### src/rtl/point_segment_distance_macros.svh
// Assertion macros for the point-to-segment distance block.
`ifndef POINT_SEGMENT_DISTANCE_MACROS_SVH
`define POINT_SEGMENT_DISTANCE_MACROS_SVH

`ifndef ASSERT_OFF
`define PSD_ASSERT(label, clk, rst_n, prop) \
  label: assert property (@(posedge clk) disable iff (!rst_n) prop) \
    else $error("assertion failed");
`define PSD_ASSERT_NEVER(label, clk, rst_n, expr) \
  label: assert property (@(posedge clk) disable iff (!rst_n) !(expr)) \
    else $error("forbidden condition seen");
`else
`define PSD_ASSERT(label, clk, rst_n, prop)
`define PSD_ASSERT_NEVER(label, clk, rst_n, expr)
`endif

`endif

### src/rtl/psd_pkg.sv
`default_nettype none
package psd_pkg;

  localparam int COORD_W   = 16;
  localparam int DIFF_W    = COORD_W + 1;
  localparam int FRAC_BITS = 8;
  localparam int DIST_W    = 25;
  localparam int NEAR_W    = 24;
  localparam int DEN_W     = 34;
  localparam int QUO_W     = 50;
  localparam int NUM_W     = DEN_W + QUO_W;
  localparam int ROOT_W    = 25;
  localparam int SREM_W    = 27;
  localparam int DIV_CELLS  = QUO_W;
  localparam int SQRT_CELLS = ROOT_W;

  typedef enum logic [1:0] {
    REG_START    = 2'd0,
    REG_END      = 2'd1,
    REG_INTERIOR = 2'd2
  } region_t;

  // one division step of three lanes sharing a divisor
  typedef struct packed {
    logic                  valid;
    logic [DEN_W-1:0]      den;
    logic [NUM_W-1:0]      acc_c;
    logic [NUM_W-1:0]      acc_x;
    logic [NUM_W-1:0]      acc_y;
    region_t               region;
    logic                  neg_x;
    logic                  neg_y;
    logic [COORD_W-1:0]    coord_x;
    logic [COORD_W-1:0]    coord_y;
  } div_stage_t;

  typedef struct packed {
    logic                  valid;
    logic [2*ROOT_W-1:0]   rad;
    logic [SREM_W-1:0]     rem;
    logic [ROOT_W-1:0]     root;
    region_t               region;
    logic [NEAR_W-1:0]     near_x;
    logic [NEAR_W-1:0]     near_y;
  } sqrt_stage_t;

endpackage
`default_nettype wire

### src/rtl/psd_sqrt_cell.sv
`default_nettype none
module psd_sqrt_cell (
  input  wire logic                 clk,
  input  wire logic                 rst_n,
  input  wire logic                 en,
  input  wire psd_pkg::sqrt_stage_t s_in,
  output psd_pkg::sqrt_stage_t      s_out
);

  localparam int TW = psd_pkg::SREM_W + 2;

  psd_pkg::sqrt_stage_t q_r, q_nxt;
  logic [TW-1:0]        t_w, trial_w;
  logic                 ge_w;

  // bring down two radicand bits, try the next root bit
  assign t_w     = {s_in.rem, s_in.rad[2*psd_pkg::ROOT_W-1 -: 2]};
  assign trial_w = {2'b0, s_in.root, 2'b01};
  assign ge_w    = (t_w >= trial_w);

  always_comb begin
    q_nxt      = s_in;
    q_nxt.rem  = ge_w ? psd_pkg::SREM_W'(t_w - trial_w) : psd_pkg::SREM_W'(t_w);
    q_nxt.root = {s_in.root[psd_pkg::ROOT_W-2:0], ge_w};
    q_nxt.rad  = {s_in.rad[2*psd_pkg::ROOT_W-3:0], 2'b00};
  end

  always_ff @(posedge clk) begin
    if (!rst_n) begin
      q_r <= '0;
    end else if (en) begin
      q_r <= q_nxt;
    end
  end

  assign s_out = q_r;

endmodule
`default_nettype wire

### config.mk
export PLATFORM = sky130hd
export DESIGN_NAME = psd_sqrt_cell
export DESIGN_NICKNAME = d
export VERILOG_FILES = /design/src/rtl/point_segment_distance_macros.svh /design/src/rtl/psd_pkg.sv /design/src/rtl/psd_sqrt_cell.sv
export SDC_FILE = /design/constraint.sdc
export NUM_CORES = 1
export LEC_CHECK = 0
export BUFFER_PORTS_ARGS = -buffer_cell sky130_fd_sc_hd__buf_2
export CAP_MARGIN = 0
export CORE_ASPECT_RATIO = 1.1
export CORE_MARGIN = 5
export CORE_UTILIZATION = 40
export CTS_BUF_LIST = sky130_fd_sc_hd__clkbuf_4 sky130_fd_sc_hd__clkbuf_8
export CTS_CLUSTER_SIZE = 12
export DETAILED_ROUTE_END_ITERATION = 16
export GPL_ROUTABILITY_DRIVEN = 0
export PLACE_DENSITY = 0.71
export SLEW_MARGIN = 20
export SYNTH_ARGS = -nofsm -noshare
export SYNTH_HDL_FRONTEND = slang
export SYNTH_SLANG_ARGS = --single-unit
### constraint.sdc
create_clock -name clk -period 2.3 [get_ports clk]
set_clock_uncertainty 0.15 [all_clocks]
set_input_delay 0 -clock clk [delete_from_list [all_inputs] [get_ports clk]]
set_output_delay 0 -clock clk [all_outputs]
set_load 0.01 [all_outputs]
## Word-level counts from Yosys, hierarchy flattened

Index checks and enable logic that the tools add are counted.
Widths: inputs -> output; s select.

- Logic and storage cells: 10
- Bits in registers: 151
- Input port bits: 156
- Output and inout port bits: 153

- Muxes and demuxes: 1
- Add/subtract/negate cells: 1
- $lt $le $gt $ge: 1

Operators by type and width:

| kind | count |
|---|---|
| $ge 29x27->1 | 1 |
| $mux 27 | 1 |
| $sub 27x27->27 | 1 |

## Depth between registers and ports, before layout

- Depth in word-level cells: 2
- Depth in mapped cells: 13
- Mapped depth without buffers: 10

## Worst setup path after synthesis

OpenSTA, ideal clock, no wires.

- Kind: input to register
- Start point: in s_in[51] in the netlist's numbering
- End point: reg q_r, in the netlist s_out[98]
- Library setup time: 0.066 ns
- Setup slack: -0.151 ns
- Stages on the path: 12
- Arrival: 2.235 ns
- Required time: 2.084 ns
- Buffers on the path: 2
- Path through: inv_1 -> ha_1 -> o21a_1 -> a2bb2oi_2 -> a221o_1 -> o31a_4 -> a31oi_4 -> o21bai_2 -> buf_6 -> buf_6 -> o21a_1 -> a21oi_2

- Longest elaborated chain between the ends: 2
- Elaborated cells between the ends (all ways): 3
- Those cells by class: add/sub: 1; order compare: 1; mux: 1

Ends and longest elaborated chain:

| element | RTL line | RTL |
|---|---|---|
| from (decl) | psd_sqrt_cell.sv:6 | `input wire psd_pkg::sqrt_stage_t s_in,` |
| $sub 27x27->27 / $ge 29x27->1 (equally long branches) | psd_sqrt_cell.sv:23, psd_sqrt_cell.sv:19 |  |
| $mux 27 (*) | psd_sqrt_cell.sv:23 | `q_nxt.rem = ge_w ? psd_pkg::SREM_W'(t_w - trial_w) : psd_pkg::SREM_W'(t_w);` |
| to (signal assigned) | psd_sqrt_cell.sv:32 | `q_r <= q_nxt;` |
| to (decl) | psd_sqrt_cell.sv:12 | `psd_pkg::sqrt_stage_t q_r, q_nxt;` |

Every way passes the cells marked *; elsewhere a longest branch is shown, timed or not.
A chain may end at the register's enable or synchronous reset.

## Final worst setup path

- Start point: in s_in[72] in the netlist's numbering
- End point: reg q_r, in the netlist s_out[93]

- Longest elaborated chain between the ends: 2

Ends and longest elaborated chain:

| element | RTL line | RTL |
|---|---|---|
| $ge 29x27->1 | psd_sqrt_cell.sv:19 | `assign ge_w = (t_w >= trial_w);` |
| $mux 27 | psd_sqrt_cell.sv:23 |  |

No other way between the ends.

==> impl_results.md <==
- Hold Fails Final Rpt: 1
- PwrDens: 563 mW/mm^2
- Hold_buf cts: between 150 and 200
- Register area share after synthesis: about two fifths
- Initial antenna violation count: 1
- Min-Delay Path Class: in -> reg
- Post-Route WL: about 26 mm
- Status: finished with violations
- Worst path bufs/invs: 4
- Share of layout cells above drive strength 1: 35.0%
- Slowest CP cell: dlygate4sd3_1
- CTS Buffer Depth: 2
- Crit path time final: between 2000 and 2500 ps
- CP Max Fanout: 6
- Fin area: roughly 0.012 mm^2
- Max Fclk: about 0.44 GHz
- Hold slack: -258 ps
- Max Cap Viol: 0
- Hold_sp: s_in[75]
- Vias in the first global route: 7947
- Vias/cell: ~4.9
- Critical Path AT: 2430 ps
- Asr flop ratio synth: 0%
- Die ar.: 0.0213 mm^2
- Number of synthesized register bits: between 150 and 200
- Inserted Clock Buffers: 17
- Ys Warns: 0
- Headroom to the max-slew limit: 66.5%
- EDFF count, synth: 0
- Final Cycle Share: ~98%
- Via total after detailed routing: about 7500
- P&R area growth vs syn: 64.6%
- DRC violations left: 0
- GRT Overall Usage: between 20% and 30%
- H-tree depth: 4
- Die width: roughly 140 um
- Root Buffer: clkbuf_8
- Worst Tran Pin Value: between 500 and 600 ps
- Max reg flops: ~150
- Top cell type's share of synthesized area: ~41%
- Mean post-synth cell area: roughly 9.8 um^2
- Wirelength per Cell: between 15 and 20 um
- Final setup vio count: 0
- IO buf count: approximately 300
- R2r startpoint: s_out[36]
- Area leader, netlist: dfxtp_1
- GRT overflow: 0
- # fillers: between 1000 and 1500
- Main synth FF type: dfxtp_1
- Met1 wire length: about 10 mm
- Area contributors post-synth: dfxtp_1 41%, mux2i_1 20%, nor2b_1 11%, ha_1 4.6%, a21oi_1 2.6%
- Nets@finish: around 1500
- DR WL met2: around 13 mm
- Max layer used: met4
- Initial Util: around two fifths
- Fin. max-slew vios: 0
- Worst path required time: between 2000 and 2500 ps
- Post-Syn Instances: 752
- Mapped Area: 0.00738 mm^2
- Crit path cell chain: dlygate4sd3_1, buf_2, inv_1, ha_1, nand2_1, nor3_2, nand4_1, o21ai_2, o21bai_4, buf_6, mux2i_1, a21oi_1
- Hpwl dp: 17.2 mm
- Type of the worst setup path: in -> reg
- Met3 routed WL: around 2.1 mm
- Die Y: between 150 and 200 um
- DRT Pass-1 Iters: 6
- Worst setup EP type: flip-flop
- Placed Area: between 0.009 and 0.01 mm^2
- CTS Sinks: 151
- Pleak: 6.05 nW
- Iter 0 DRT Violations: between 200 and 300
- Setup TNS: 0 ps
- First-pass GRT wire length: between 40 and 50 mm
- Clock latency on the worst-skew pair: between 400 and 500 ps
- IR drop worst, VDD: 382 uV
- Worst path max stage delay: approximately 540 ps
- Flop-to-flop setup slack: ~900 ps
- Largest net degree at the start of global routing: 65
- Io pins: approximately 300
- Startpoint types: input port
- Core box area: about 0.018 mm^2
- CTS tree: built
- Failing checks: hold timing
- Clk pin slew, worst setup/hold paths: about 90 ps
- Site Rows: 52
- Top delay family on crit path: buffers and inverters
- Routed Antenna Nets: 0
- Yosys cell types: between 50 and 60
- CP startpoint: s_in[72]
-- worst min-delay path, stage by stage --
cell and delay (ps):
buf_2 110, mux2i_1 70, a21oi_1 130
-- where the power goes --
part           switching (W)  internal, W
logic               0.000859      0.00101
clock network        0.00117     0.000903
registers          0.0000969      0.00279
total                0.00212      0.00471
-- stage by stage --
stage	utilization, %	instances	setup WS [ps]	power (W)
finish	66.4	1544	44.6	0.00683
CTS	65.5	1538	7.19	0.00682
global route	66.4	1544	-36.8	0.00719
global placement	53.2	1322	-418	0.00446
floorplan	-	753	-56.5	0.00384
detailed placement	53.2	1322	-394	0.00449
-- cell type report --
class	instances	area [um^2]	share of cell area, %
Clock inverter	15	161	1.33
Timing Repair Buffer	565	4020	33.2
Inverter	29	121	1.00
Clock buffer	17	234	1.93
Tap cell	243	304	2.50
Sequential cell	151	3020	24.9
Multi-Input combinational cell	523	4270	35.2
Antenna cell	1	2.50	0.0206
-- routing by layer --
metal	vias up	track usage (%)
li1	3686	-
met1	3494	26.5
met2	288	40.8
met3	51	7.88
met4	0	9.37
met5	-	0
-- cell usage after synthesis, drive strengths merged, types with 3 or more instances --
library cell / number
ha: 27
buf: 21
a21o: 13
a21oi: 40
nand3: 6
nor3: 6
nor2: 15
o211ai: 6
a31oi: 5
and3: 8
a2111oi: 3
clkbuf: 30
inv: 29
a221o: 3
nand2: 10
nand4: 8
xor2: 6
xnor2: 14
nor2b: 129
mux2i: 146
o21ai: 36
nand3b: 3
o21a: 4
dfxtp: 151
-- logic make-up (layout without fill, tap and decap cells) --
logic type	count (synthesis)	count (layout)	share of synthesized area [%]
adders and majority gates	27	27	4.58
and+or+nand+nor	197	197	15.9
other	1	3	0.0508
AOI/OAI and AO/OA	130	131	11.7
DFF	151	151	41.0
muxes	146	146	19.8
xor gates and xnor gates	20	20	2.37
buffers and inverters	80	626	4.53
-- what timing repair did --
item | CTS | global route
setup buffers | 0 | 4
endpoints found under the setup margin | 0 | 26
hold endpoints to repair | 150 | 1
gates resized for setup | 0 | 23
-- layout by cell type, fill, tap and decap left out, types with 3 or more instances in the layout --
cell,count
o21ai_0,34
ha_1,13
nand3_1,6
ha_4,13
nor3_1,5
nand2_1,9
mux2i_1,144
a21oi_1,38
xor2_1,6
buf_2,302
o211ai_1,6
and3_4,3
o21a_1,4
buf_4,72
dfxtp_1,151
nand4_1,8
inv_6,3
nor2b_1,129
a221o_1,3
and3_1,5
inv_8,4
buf_12,4
dlygate4sd3_1,184
xnor2_1,14
clkbuf_8,18
nand3b_1,3
clkinv_4,3
nor2_1,14
a31oi_1,4
a21o_1,13
inv_1,25
inv_2,3
-- worst paths after layout --
kind / endpoint / cells after the start
max: s_out[93] / 12
min: s_out[77] / 3
max reg2reg: s_out[36] / 3
min reg2reg: s_out[76] / 2
No activity file was read; power rests on OpenSTA's default activity.
